<file path="src/hw/rtl/nkps_pkg.sv">
// shared types and constants of the nearest-k point selector
package nkps_pkg;

   localparam int CSR_DATA_BITS   = 41;
   localparam int CSR_INDEX_BITS  = 3;
   localparam int DIST_OUT_BITS   = 41;
   localparam int FREE_SLOTS_BITS = 5;

   typedef enum logic [CSR_INDEX_BITS-1:0] {
      CSR_ENABLE         = 3'd0,
      CSR_REF_X          = 3'd1,
      CSR_REF_Y          = 3'd2,
      CSR_RADIUS_SQUARED = 3'd3,
      CSR_FREE_SLOTS     = 3'd4
   } csr_index_type;

   // control that travels with a point down the distance pipeline
   typedef struct packed {
      logic valid;
      logic keep;
      logic last;
   } point_ctl_type;

   // per-cycle command to the sorted cell row
   typedef struct packed {
      logic insert;
      logic shift;
   } cell_ctl_type;

endpackage

</file>
<file path="src/hw/rtl/nkps_cell.sv">
// one slot of the sorted list: insert from the left, drain to the left
module nkps_cell import nkps_pkg::*; #(
   parameter int COORD_BITS = 20
) (
   input  logic                        clock,
   input  cell_ctl_type                ctl,
   input  logic                        occupied,
   input  logic [2*COORD_BITS+1:0]     new_dist,
   input  logic [2*COORD_BITS-1:0]     new_pos,
   input  logic                        left_ins,
   input  logic [2*COORD_BITS+1:0]     left_dist,
   input  logic [2*COORD_BITS-1:0]     left_pos,
   input  logic [2*COORD_BITS+1:0]     right_dist,
   input  logic [2*COORD_BITS-1:0]     right_pos,
   output logic                        ins,
   output logic [2*COORD_BITS+1:0]     slot_dist,
   output logic [2*COORD_BITS-1:0]     pos
);

   logic [2*COORD_BITS+1:0] dist_ff, dist_in;
   logic [2*COORD_BITS-1:0] pos_ff, pos_in;

   // new point belongs at or before this slot
   assign ins = !occupied || (dist_ff > new_dist);

   always_comb begin
      dist_in = dist_ff;
      pos_in  = pos_ff;
      if (ctl.insert) begin
         if (left_ins) begin
            dist_in = left_dist;
            pos_in  = left_pos;
         end else if (ins) begin
            dist_in = new_dist;
            pos_in  = new_pos;
         end
      end else if (ctl.shift) begin
         dist_in = right_dist;
         pos_in  = right_pos;
      end
   end

   always_ff @(posedge clock) begin
      dist_ff <= dist_in;
      pos_ff  <= pos_in;
   end

   assign slot_dist = dist_ff;
   assign pos       = pos_ff;

endmodule

</file>
<file path="config.mk">
export PLATFORM = sky130hd
export DESIGN_NAME = nkps_cell
export DESIGN_NICKNAME = d
export VERILOG_FILES = /design/src/hw/rtl/nkps_pkg.sv /design/src/hw/rtl/nkps_cell.sv
export SDC_FILE = /design/constraint.sdc
export NUM_CORES = 1
export LEC_CHECK = 0
export BUFFER_PORTS_ARGS = -buffer_cell sky130_fd_sc_hd__buf_2
export CAP_MARGIN = 20
export CORE_AREA = 2 2 131 133
export DETAILED_ROUTE_END_ITERATION = 10
export DIE_AREA = 0 0 133 135
export GPL_ROUTABILITY_DRIVEN = 1
export HOLD_SLACK_MARGIN = 0.15
export SYNTH_ARGS = -nofsm -noshare
export SYNTH_HDL_FRONTEND = slang
export SYNTH_SLANG_ARGS = --single-unit
</file>
<file path="constraint.sdc">
create_clock -name clock -period 6.56 [get_ports clock]
set_clock_uncertainty 0.05 [all_clocks]
set_input_delay 1.312 -clock clock [delete_from_list [all_inputs] [get_ports clock]]
set_output_delay 1.312 -clock clock [all_outputs]
set_load 0.005 [all_outputs]
</file>
# == Yosys cells after proc, flatten, opt, wreduce, memory -nomap -nowiden ==
# Cells that the tools add are included.
# classes
add_sub_neg,0
mul,0
n_div,0
order_cmp,1
eq_ne,1
shift,0
muxes,8
bitwise_logic,0
n_reduce_logical,4
# op_table
operator,n
two-way mux 42 bit,4
two-way mux 40 bit,4
greater-than comparator 42 bit,1
!= test 3 x 1 -> 1 bit (second input constant),1
AND reduction 2 bit,1
nonzero test 2 bit,1
logical NOT 1 bit,1
logical OR 1 bit,1
# totals
ff_bits,82
latch_bits,0
ramBits,0
rom_bits,0
inputBits,251
elab_cells,16
memories,0

# == Longest topological paths before layout ==
# logic_depth
depth_word,5
mapped_depth,7
ltp_nobuf,7

# == Least setup slack after synthesis ==
# Ideal clock, no wire load.
# synth_path
kind,input port to flip-flop
from,in new_dist[41]
to,"reg pos_ff[0], in the netlist pos[0], enable pin"
t_arrival_ns,5.039
required_time_ns,6.033
path_slack_ns,0.994
stages,7
n_path_buf,0
path_cell_list,inv_1 -> ha_1 -> nand4_2 -> nor4_2 -> a22oi_1 -> a2bb2o_1 -> a31oi_2
# synth_between
elab_chain_len,4
# synth_lines
element,line,rtl
from (decl),nkps_cell.sv:8,"input logic [2*COORD_BITS+1:0] new_dist,"
greater-than comparator 42 bit,nkps_cell.sv:24,assign ins = !occupied || (dist_ff > new_dist);
logical OR 1 bit,nkps_cell.sv:24,
!= test 3 x 1 -> 1 bit (no line),--,
AND reduction 2 bit (no line),--,
to (signal assigned),nkps_cell.sv:45,pos_ff <= pos_in;
to (decl),nkps_cell.sv:21,"logic [2*COORD_BITS-1:0] pos_ff, pos_in;"
# Every way passes these cells.
# A chain may end at the register's enable or synchronous reset.

# == Worst setup path after layout ==
# layout_path
from,in new_dist[25]
to,out ins
# layout_between
elab_chain_len,2
# layout_lines
element,line,rtl
greater-than comparator 42 bit,nkps_cell.sv:24,
logical OR 1 bit,nkps_cell.sv:24,
to (decl),nkps_cell.sv:15,"output logic ins,"
# Every way passes these cells.

==> metrics.md <==
| Metric | Value |
|---|---|
| Status | finished clean |
| Core Util, Final | 0.4531 |
| Pre-CTS WS | 2.043 ns |
| Syn avg cell area | between 10 and 15 µm² |
| Initial Util | 0.3191 |
| # Max-Cap Violations | 0 |
| Post-synth net total | just over 800 |
| Worst Reg-to-Reg Cells | 8 |
| Drt via density | 4.571 |
| Final setup violation count | 0 |
| Hold-fix buffers, CTS | 0 |
| Most used cell, CP | buf_2 |
| Global-route usage over all layers | 0.1720 |
| Worst setup margin | around 2.1 ns |
| Final net count | ~1,100 |
| Maximum root-to-sink buffer count | 2 |
| Largest net degree at the start of global routing | ~90 |
| # IOs | ~330 |
| Hold crit path type | in -> reg |
| Slowest cell on the critical path | nor4_4 |
| Syn-to-layout area delta | 41.99% |
| Total die area | ~18,000 µm² |
| Setup bufs post-CTS | 0 |
| Hold Path Depth | 3 |
| Post-Syn Area | 5235 µm² |
| CP Cell Sequence | buf_2 > inv_1 > ha_1 > nand4_2 > nor4_4 > o221ai_1 > a311o_1 > nand3_1 > buf_2 |
| Hold Violations, Final | 0 |
| Cells after Synth | 512 |
| Top cell family by delay on the critical path | simple AND/OR/NAND/NOR gates |
| Post-synth top area share | 0.4704 |
| Crit Reg-Reg Endpoint | pos[12]$_DFFE_PP_ |
| Die H | roughly 140 µm |
| R2r setup slk | 3.32 ns |
| Core Box Area | between 15,000 and 20,000 µm² |
| Post-cts sizing count | 0 |
| TritonCTS clock tree | built |
| DR DRC count | 0 |
| IO Port Bufs | between 300 and 400 |
| Drt total wl | around 16,000 µm |
| Setup TNS | 0 ns |
| First-pass GRT wire length | about 24,000 µm |
| RR Startpoint | slot_dist[21]$_DFFE_PP_ |
| Required time of the critical path | approximately 5.2 ns |
| DRT iter0 DRCs | ~180 |
| Sequential area share after synthesis | 0.4704 |
| Post-synthesis cell type count | 30 |
| CTS Sinks | roughly 80 |
| Vias post-DR | between 4,000 and 5,000 |
| DR WL/cell | approximately 15 µm |
| FMAX | approximately 220 MHz |
| Num CTS Buffers | 9 |
| Clk_lat worst skew | 0.33 ns |
| DP HPWL | roughly 12,000 µm |
| CP Max Fanout | 4 |
| Synth area leader | edfxtp_1 |
| Setup CP Type | in -> out |
| Hold Startpoint | right_pos[34] |
| Antenna viol nets, final | 0 |
| YS warnings | 0 |
| Initial antenna violation count | 1 |
| Lkg Pwr | 3.729 nW |
| CP bufs+invs | 3 |
| Clk slew on worst S/H paths | 0.06 ns |
| Slew margin rel. | 0.4313 |
| Slew Viols, Final | 0 |
| Row cnt | 47 |
| H-tree depth | 3 |
| Tcrit/Tclk final | 0.6860 |
| Worst Path Arrival | between 3 and 4 ns |
| Layout cells sized above 1 | 0.4253 |
| Unrepaired setup endpoints after global routing | no |
| Min Tclk post-route | approximately 4.5 ns |
| Number of fill cells | around 1,600 |
| Power Dens Cells | about 210 nW/µm² |
| CTS Root Cell | clkbuf_16 |
| Crit. End Element | primary output |
| Number of global-route vias before repair | ~4,800 |
| Hold endpoint | pos[34]$_DFFE_PP_ |
| Max IR drop VDD | approximately 0.15 mV |
| Worst Setup Start Kind | input port |
| Die Wd | 133 µm |
| Seq cells post-synth | ~80 |
| Worst slew pin tran | roughly 0.85 ns |
| GPL Wtd Cong | approximately 0.8 |
| Critical Path Max Stage Delay | between 0.3 and 0.4 ns |
| Gr ovfl total | 0 |
| DR pass1 iterations | 4 |
| Synth area leaders | edfxtp_1, mux2i_1, ha_1, a21oi_1, nor2_1 |
-- layer usage --
metal	GRT usage	vias up	share of wire
li1	-	2494	-
met1	0.1992	2120	0.42
met2	0.3103	206	0.49
met3	0.04467	16	0.073
met4	0.05615	0	0.015
met5	0	-	0
-- registers in the layout, summed over array words and instances, names as in the netlist --
register,flops
pos,40
slot_dist,42
-- through the flow --
step | cells | area, µm² | hold WS (ns) | total power, mW
3_5_place_dp | 1041 | 7102 | 1.588 | 1.026
5_1_grt | 1057 | 7431 | 1.237 | 1.632
4_1_cts | 1056 | 7411 | 1.229 | 1.568
3_3_place_gp | 1041 | 7102 | 1.582 | 1.023
2_1_floorplan | 512 | 5235 | 1.488 | 0.8484
6_report | 1058 | 7433 | 1.248 | 1.543
-- cell families (layout without fill, tap and decap cells) --
| kind of cell | Yosys count | in the layout | share of synthesized area |
|---|---|---|---|
| AOI/OAI and AO/OA | 119 | 119 | 0.1226 |
| DFF | 82 | 82 | 0.4704 |
| other | 0 | 1 | 0 |
| and+or+nand+nor | 115 | 115 | 0.09632 |
| muxes | 82 | 82 | 0.1568 |
| buffers and inverters | 72 | 397 | 0.05354 |
| adders and majority gates | 42 | 42 | 0.1004 |
-- final cells by class --
type                       instances  area, µm²  area share
antenna                            1      2.502   0.0003366
clock buffer                      10      229.0     0.03080
clock inverter                     5      80.08     0.01077
inverter                          45      168.9     0.02272
multi-input combinational        358       2501      0.3365
sequential                        82       2462      0.3313
tap                              220      275.3     0.03703
timing repair buffer             337       1714      0.2306
-- cell usage in the layout (no fill, tap or decap), types with 2 or more instances in the layout --
cell type / count
mux2i_1: 82
nor2_1: 86
a22oi_1: 2
edfxtp_1: 82
clkbuf_16: 9
o21ai_0: 7
o221ai_1: 2
buf_4: 5
nand4_2: 2
nand4_1: 7
clkinvlp_4: 2
inv_1: 45
nor3_1: 2
a21oi_1: 100
nand2_1: 12
buf_2: 331
bufinv_16: 2
ha_1: 42
-- how the worst max path moves through the flow --
stage	startpoint	to	slack, ns	cells after the start
after detailed placement	new_dist[25]	ins	2.04	9
final	new_dist[25]	ins	2.06	9
after CTS	new_dist[25]	ins	2.04	9
after floorplan	new_dist[41]	pos[0]$_DFFE_PP_	0.99	7
after global placement	new_dist[25]	ins	2.07	9
after global routing	new_dist[7]	ins	1.89	9
-- synth_stat cells (all sizes together) --
library cell    n
nand2b          1
inv            45
nand4           9
and2            2
buf            16
a2111oi         1
a2bb2o          1
clkbuf         11
o221ai          2
a21o            1
nor2           86
mux2i          82
nand3           1
o21a            1
edfxtp         82
nor3            2
a21oi         100
a221o           1
nor4            2
a22oi           2
o21ai           7
a211oi          1
a311o           1
nand2          12
ha             42
a31oi           1
-- worst min-delay path, stage by stage --
cell	delay (ns)
buf_2	0.07
nor2_1	0.03
a21oi_1	0.09
-- power by group --
group,total [mW],internal [mW],switching [mW],leakage (nW)
combinational,0.346,0.167,0.178,2.77
sequential,0.666,0.645,0.0209,0.812
clock,0.532,0.331,0.201,0.145
Power figures use the tool's default switching activity.
