==> src/hw/rtl/nkps_pkg.sv <==
// shared types and constants of the nearest-k point selector
package nkps_pkg;

   localparam int CSR_DATA_BITS   = 41;
   localparam int CSR_INDEX_BITS  = 3;
   localparam int DIST_OUT_BITS   = 41;
   localparam int FREE_SLOTS_BITS = 5;

   typedef enum logic [CSR_INDEX_BITS-1:0] {
      CSR_ENABLE         = 3'd0,
      CSR_REF_X          = 3'd1,
      CSR_REF_Y          = 3'd2,
      CSR_RADIUS_SQUARED = 3'd3,
      CSR_FREE_SLOTS     = 3'd4
   } csr_index_type;

   // control that travels with a point down the distance pipeline
   typedef struct packed {
      logic valid;
      logic keep;
      logic last;
   } point_ctl_type;

   // per-cycle command to the sorted cell row
   typedef struct packed {
      logic insert;
      logic shift;
   } cell_ctl_type;

endpackage

==> src/hw/rtl/nkps_dist.sv <==
// three-stage squared distance and radius check
module nkps_dist import nkps_pkg::*; #(
   parameter int COORD_BITS = 20
) (
   input  logic                         clock,
   input  logic                         reset,
   input  point_ctl_type                in_ctl,
   input  logic signed [COORD_BITS-1:0] point_x,
   input  logic signed [COORD_BITS-1:0] point_y,
   input  logic signed [COORD_BITS-1:0] ref_x,
   input  logic signed [COORD_BITS-1:0] ref_y,
   input  logic                         enable,
   input  logic [DIST_OUT_BITS-1:0]     radius_squared,
   output point_ctl_type                out_ctl,
   output logic [2*COORD_BITS+1:0]      out_dist,
   output logic [2*COORD_BITS-1:0]      out_pos
);

   localparam int DW = 2 * COORD_BITS + 2;
   localparam int SQ = 2 * COORD_BITS + 1;
   localparam int PW = 2 * COORD_BITS;
   localparam int CW = (DW > DIST_OUT_BITS) ? DW : DIST_OUT_BITS;

   point_ctl_type           ctl1_ff, ctl1_in, ctl2_ff, ctl2_in, ctl3_ff, ctl3_in;
   logic signed [COORD_BITS:0] dx_ff, dx_in, dy_ff, dy_in;
   logic [PW-1:0]           pos1_ff, pos2_ff, pos3_ff;
   logic [SQ-1:0]           sqx_ff, sqx_in, sqy_ff, sqy_in;
   logic [DW-1:0]           dist_ff, dist_in;
   logic signed [2*COORD_BITS+1:0] prod_x, prod_y;

   always_comb begin
      // stage 1: signed differences
      ctl1_in = in_ctl;
      dx_in   = $signed({point_x[COORD_BITS-1], point_x}) - $signed({ref_x[COORD_BITS-1], ref_x});
      dy_in   = $signed({point_y[COORD_BITS-1], point_y}) - $signed({ref_y[COORD_BITS-1], ref_y});
      // stage 2: squares, always non-negative
      prod_x  = dx_ff * dx_ff;
      prod_y  = dy_ff * dy_ff;
      sqx_in  = prod_x[SQ-1:0];
      sqy_in  = prod_y[SQ-1:0];
      ctl2_in = ctl1_ff;
      // stage 3: sum and inclusive radius check
      dist_in      = {1'b0, sqx_ff} + {1'b0, sqy_ff};
      ctl3_in      = ctl2_ff;
      ctl3_in.keep = ctl2_ff.valid & ctl2_ff.keep & enable &
                     (CW'(dist_in) <= CW'(radius_squared));
   end

   always_ff @(posedge clock) begin
      if (reset) begin
         ctl1_ff <= '0;
         ctl2_ff <= '0;
         ctl3_ff <= '0;
      end else begin
         ctl1_ff <= ctl1_in;
         ctl2_ff <= ctl2_in;
         ctl3_ff <= ctl3_in;
      end
      dx_ff   <= dx_in;
      dy_ff   <= dy_in;
      pos1_ff <= {point_y, point_x};
      sqx_ff  <= sqx_in;
      sqy_ff  <= sqy_in;
      pos2_ff <= pos1_ff;
      dist_ff <= dist_in;
      pos3_ff <= pos2_ff;
   end

   assign out_ctl  = ctl3_ff;
   assign out_dist = dist_ff;
   assign out_pos  = pos3_ff;

endmodule

==> config.mk <==
export PLATFORM = sky130hd
export DESIGN_NAME = nkps_dist
export DESIGN_NICKNAME = d
export VERILOG_FILES = /design/src/hw/rtl/nkps_pkg.sv /design/src/hw/rtl/nkps_dist.sv
export SDC_FILE = /design/constraint.sdc
export NUM_CORES = 2
export LEC_CHECK = 0
export CAP_MARGIN = 20
export CORE_MARGIN = 2
export CORE_UTILIZATION = 40
export CTS_BUF_LIST = sky130_fd_sc_hd__clkbuf_16
export DETAILED_ROUTE_END_ITERATION = 8
export DONT_BUFFER_PORTS = 1
export GPL_ROUTABILITY_DRIVEN = 0
export PLACE_DENSITY = 0.51
export SLEW_MARGIN = 20
export SYNTH_ARGS = -nofsm -noshare
export SYNTH_HDL_FRONTEND = slang
export SYNTH_SLANG_ARGS = --single-unit
export TNS_END_PERCENT = 30
==> constraint.sdc <==
create_clock -name clock -period 9.3 [get_ports clock]
set_input_delay 0.93 -clock clock [delete_from_list [all_inputs] [get_ports clock]]
set_output_delay 0.93 -clock clock [all_outputs]
set_load 0.02 [all_outputs]
Word level (Yosys, flattened, before mapping)

Cells that the tools add are included.

$add $sub $neg: 3
Multiply operators: 2
Order comparisons: 1
Bitwise logic cells: 3

Operators with widths:

| kind             | count |
|---|---|
| $mul A21 B21 Y41 | 2 |
| $add A41 B41 Y42 | 1 |
| $le A42 B41 Y1   | 1 |
| $sub A20 B20 Y21 | 2 |
| $and A1 B1 Y1    | 3 |

Flip-flop bits (word level): 295
Input port bits: 127
Logic and storage cells: 26

Logic depth before layout (Yosys ltp)

Word-level depth: 3
Depth in mapped cells: 27
Mapped depth without buffers: 26

Least setup slack after synthesis

OpenSTA, ideal clock, no wires.

Kind: reg2reg
From: register dy_ff[3]
To: register sqy_ff[38]
Arrival: 6.597 ns
Path slack: 2.581 ns
Cell stages (with the launch flop): 25
Buffers on the path: 2
Clock period less this slack: 6.719 ns
Cell sequence: dfxtp_1 > clkbuf_1 > clkbuf_1 > nand2_1 > fa_1 > inv_1 > fa_1 > inv_1 > fa_1 > inv_1 > fa_1 > fa_1 > fa_1 > inv_1 > fa_1 > inv_1 > ha_1 > inv_1 > nor2_1 > nand2_1 > o21ai_0 > nand3_1 > a31oi_1 > nor4_1 > a311o_1

Cells in the longest elaborated chain, start to end: 1

Ends and longest elaborated chain:

| element                | RTL line        | text |
|---|---|---|
| from (decl)            | nkps_dist.sv:25 | `logic signed [COORD_BITS:0] dx_ff, dx_in, dy_ff, dy_in;` |
| from (signal assigned) | nkps_dist.sv:60 | `dy_ff <= dy_in;` |
| $mul A21 B21 Y41       | nkps_dist.sv:38 | `prod_y = dy_ff * dy_ff;` |
| named net prod_y[38]   | nkps_dist.sv:29 | `logic signed [2*COORD_BITS+1:0] prod_x, prod_y;` |
| to (signal assigned)   | nkps_dist.sv:63 | `sqy_ff <= sqy_in;` |
| to (decl)              | nkps_dist.sv:27 | `logic [SQ-1:0] sqx_ff, sqx_in, sqy_ff, sqy_in;` |

The timed path passes the listed nets, and every way through them passes these cells.
A chain may end at the register's enable or synchronous reset.

Final worst setup path

From: register dy_ff[1]
To: register sqy_ff[40]

Same word-level chain as after synthesis.

==> results.txt <==
----------------------------------------------------
[Logic synthesis]
  Mapped Nets ... approximately 5.4k
  Top_reg_cell synth ... sky130_fd_sc_hd__dfxtp_1
  Library cells used by synthesis ... 71
  Average cell area after synthesis ... 9.64 um2
  Post-synthesis cell count ... around 4.1k
  Most used standard cells in the synthesized netlist ... sky130_fd_sc_hd__inv_1 (1157), sky130_fd_sc_hd__fa_1 (821), sky130_fd_sc_hd__ha_1 (366)
  Post-synth EDFFs ... 0
  Most common cell in the synthesized netlist ... sky130_fd_sc_hd__inv_1
  Synthesized flop and latch total ... around 290
  Cell area after synthesis ... 39600 um2
  Share of the synthesized area in the top cell type ... 41.5%
  Share of synthesized flip-flops with an asynchronous set or reset ... 0%
  Fraction of the yosys area taken by sequential cells ... between 10% and 20%
  Post-synth top area cell ... sky130_fd_sc_hd__fa_1
  YS warnings ... 0
  Biggest area contributors in the synthesized netlist ... sky130_fd_sc_hd__fa_1 (42%), sky130_fd_sc_hd__dfxtp_1 (15%), sky130_fd_sc_hd__ha_1 (12%)

[STA]
  Top achievable clock speed ... ~0.12 GHz
  Total count of max-transition violations in the final report ... 0
  Setup TNS ... 0 ps
  Min Tclk post-route ... ~8000 ps
  Worst hold slack ... ~300 ps
  Least setup slack across all paths after layout ... roughly 1300 ps
  Setup repair after global routing missed its margin ... no
  Worst Tran Pin Value ... about 1100 ps
  Hold Violations, Final ... 0
  Worst slew margin ... 26.5%
  Final-report setup violation count ... 0
  Tcrit/Tclk final ... 86.3%
  Final setup skew ... ~38 ps

[Min path]
  Hold Crit Start ... pos2_ff[3]$_DFF_P_
  End point of the most critical hold path ... out_pos[3]$_DFF_P_
  Class of the tightest hold or removal check ... reg -> reg
  Min-Delay Path Depth ... 0

[Worst setup path]
  Cell with the most instances on the worst path ... sky130_fd_sc_hd__fa_1
  Cell type of the slowest stage on the worst timing path ... sky130_fd_sc_hd__dfxtp_1
  Critical Path Fanout Max ... 18
  Critical Path Max Stage Delay ... 820 ps
  Critical path launch point type ... flop
  Crit path capture type ... flop
  Worst-path cell chain ... inv_1 -> nor2_1 -> fa_1 -> ha_1 -> inv_1 -> fa_1 -> inv_1 -> fa_1 -> fa_1 -> fa_1 -> inv_1 -> fa_1 -> inv_1 -> ha_1 -> o41ai_1 -> o2111ai_1 -> and3_1 -> a41o_1 -> a31oi_1 -> xnor2_1
  Depth of the worst register-to-register path ... 20
  Critical setup path kind ... reg -> reg
  R2r startpoint ... dy_ff[1]$_DFF_P_
  Arrival time of the worst setup path ... around 8500 ps
  Worst path required time ... slightly below 10000 ps
  Worst R2R End ... sqy_ff[40]$_DFF_P_
  Register-to-register setup slack ... approximately 1300 ps

[CTS]
  CTS tree ... built
  Hold buffers post-CTS ... 0
  Post-cts repair resize count ... 0
  Clk_lat worst skew ... ~600 ps
  Buffers inserted during post-CTS setup optimization ... 0
  Clk Tree Root Cell ... sky130_fd_sc_hd__clkbuf_16
  Count of clock tree sinks ... 293
  H-tree levels ... 2
  Num CTS Buffers ... 37
  Clock transition time at the flip-flop clock pins of the worst setup and hold paths ... approximately 70 ps
  Max Buffers Root-to-Sink ... 3

[Final layout]
  Final standard cell count with taps included and fillers excluded ... about 5.4k
  Fraction of layout cells with a size suffix above 1 ... 3.27%
  Count of nets after finishing ... between 5k and 6k
  Synth-to-Final Area Change ... 6.99%
  Fill cell count ... 9780

[Global routing]
  Initial antenna violation count ... 10
  Total Routing Usage GR ... around a fifth
  Global-route wire length before repair ... around 150000 um
  Grt ovf ... 0
  Largest net degree at the start of global routing ... 26
  Vias in the first global route ... 28.5k

[Routing]
  Via count ... between 20k and 30k
  Residual DRC ... 0
  Number of iterations in the first detailed-routing pass ... 5
  Ratio of routed vias to standard cells ... approximately 4.8
  Post-detailed-routing wire length ... about 91000 um
  DR WL/cell ... around 17 um
  Number of nets with antenna violations after detailed routing ... 0
  DRC violation total after the first TritonRoute iteration ... around 1.2k

[Die]
  Initial core utilization ... 40.3%
  Horizontal extent of the die ... ~320 um
  Area of the core ... around 98000 um2
  Die ar. ... approximately 100000 um2
  Die H ... between 300 and 400 um
  Top-level I/O count ... approximately 210
  # rows ... approximately 120

[Run]
  Reported max-cap violation count ... 0

[Placed design]
  Post-detailed-placement half-perimeter wirelength ... between 70000 and 80000 um
  Placed insts ... between 5k and 6k
  Setup WS pre-CTS ... about 1200 ps
  Input/output buffers ... 0

[Outcome]
  Status ... finished clean

----------------------------------------------------
## cells in the final DEF (no fill, tap or decap), types with 8 or more instances in the layout
| cell type | n |
|---|---|
| sky130_fd_sc_hd__a21oi_1 | 122 |
| sky130_fd_sc_hd__nor2b_1 | 35 |
| sky130_fd_sc_hd__ha_1 | 366 |
| sky130_fd_sc_hd__a21o_1 | 50 |
| sky130_fd_sc_hd__o21a_1 | 33 |
| sky130_fd_sc_hd__fa_1 | 821 |
| sky130_fd_sc_hd__and3_1 | 10 |
| sky130_fd_sc_hd__nand4_1 | 18 |
| sky130_fd_sc_hd__inv_6 | 8 |
| sky130_fd_sc_hd__xnor2_1 | 126 |
| sky130_fd_sc_hd__xor2_1 | 43 |
| sky130_fd_sc_hd__o21bai_1 | 15 |
| sky130_fd_sc_hd__clkbuf_16 | 37 |
| sky130_fd_sc_hd__o21ai_0 | 75 |
| sky130_fd_sc_hd__a211oi_1 | 16 |
| sky130_fd_sc_hd__a31o_2 | 10 |
| sky130_fd_sc_hd__nand2_1 | 308 |
| sky130_fd_sc_hd__a31oi_1 | 12 |
| sky130_fd_sc_hd__and2_1 | 152 |
| sky130_fd_sc_hd__nor2_1 | 167 |
| sky130_fd_sc_hd__nor3_1 | 36 |
| sky130_fd_sc_hd__nand2b_1 | 23 |
| sky130_fd_sc_hd__inv_1 | 1162 |
| sky130_fd_sc_hd__dfxtp_1 | 293 |
| sky130_fd_sc_hd__or2_2 | 8 |
| sky130_fd_sc_hd__nand3_1 | 23 |
| sky130_fd_sc_hd__buf_4 | 40 |
## state kept, by name (all words and copies together) (netlist names)
signal and count:
pos2_ff 40, ctl1_ff 3, dx_ff 21, out_dist 42, sqy_ff 40, ctl2_ff 3
sqx_ff 40, pos1_ff 40, out_pos 40, out_ctl 3, dy_ff 21
## routing by layer
metal / wire length [um] / GRT usage [%] / vias to the layer above
li1: - / - / 12200
met1: 40500 / 25.5 / 13200
met2: 44500 / 32.2 / 432
met3: 4380 / 3.18 / 86
met4: 1540 / 3.82 / 6
met5: 31 / 0 / -
## area by class of cell
class	count	area [um2]	area share, %
Antenna cell	2	5.00	0.0118
Clock buffer	37	926	2.19
Clock inverter	30	228	0.538
Inverter	1159	4350	10.3
Multi-Input combinational cell	2570	29000	68.6
Sequential cell	293	5870	13.9
Tap cell	1287	1610	3.80
Timing Repair Buffer	40	300	0.709
## cells by family after synthesis
logic type	count (synthesis)	share of synthesized area [%]
DFF	293	14.8
adders and majority gates	1187	53.1
AOI/OAI and AO/OA	403	6.76
xor gates and xnor gates	169	3.74
buffers and inverters	1240	11.8
and+or+nand+nor	804	9.61
muxes	7	0.190
## stage by stage
stage	instance area, um2	utilization, %
after global placement	41200	41.9
after detailed placement	41200	41.9
after global routing	42300	43.1
final	42300	43.1
after floorplan	39600	-
after CTS	42300	43.1
## worst max-delay path, delay by kind of cell (launching register included)
kind | cells | cell delay (ps)
buf+inv | 5 | 800
flops | 1 | 820
fa+ha+maj | 8 | 4020
xor+xnor | 1 | 90
compound gates | 4 | 1530
simple gates | 2 | 620
## worst max-delay path by stage
stage	from	end	slack (ps)	depth (start not counted)
floorplan	dy_ff[3]$_DFF_P_	sqy_ff[38]$_DFF_P_	2580	24
global placement	dy_ff[1]$_DFF_P_	sqy_ff[40]$_DFF_P_	1270	20
detailed placement	dy_ff[1]$_DFF_P_	sqy_ff[40]$_DFF_P_	1210	20
CTS	dy_ff[1]$_DFF_P_	sqy_ff[40]$_DFF_P_	1170	20
global route	dy_ff[1]$_DFF_P_	sqy_ff[40]$_DFF_P_	620	20
finish	dy_ff[1]$_DFF_P_	sqy_ff[40]$_DFF_P_	1270	20
Power is not shown: default switching activity piles up to over one toggle a cycle in this logic, so the estimate is an artifact.
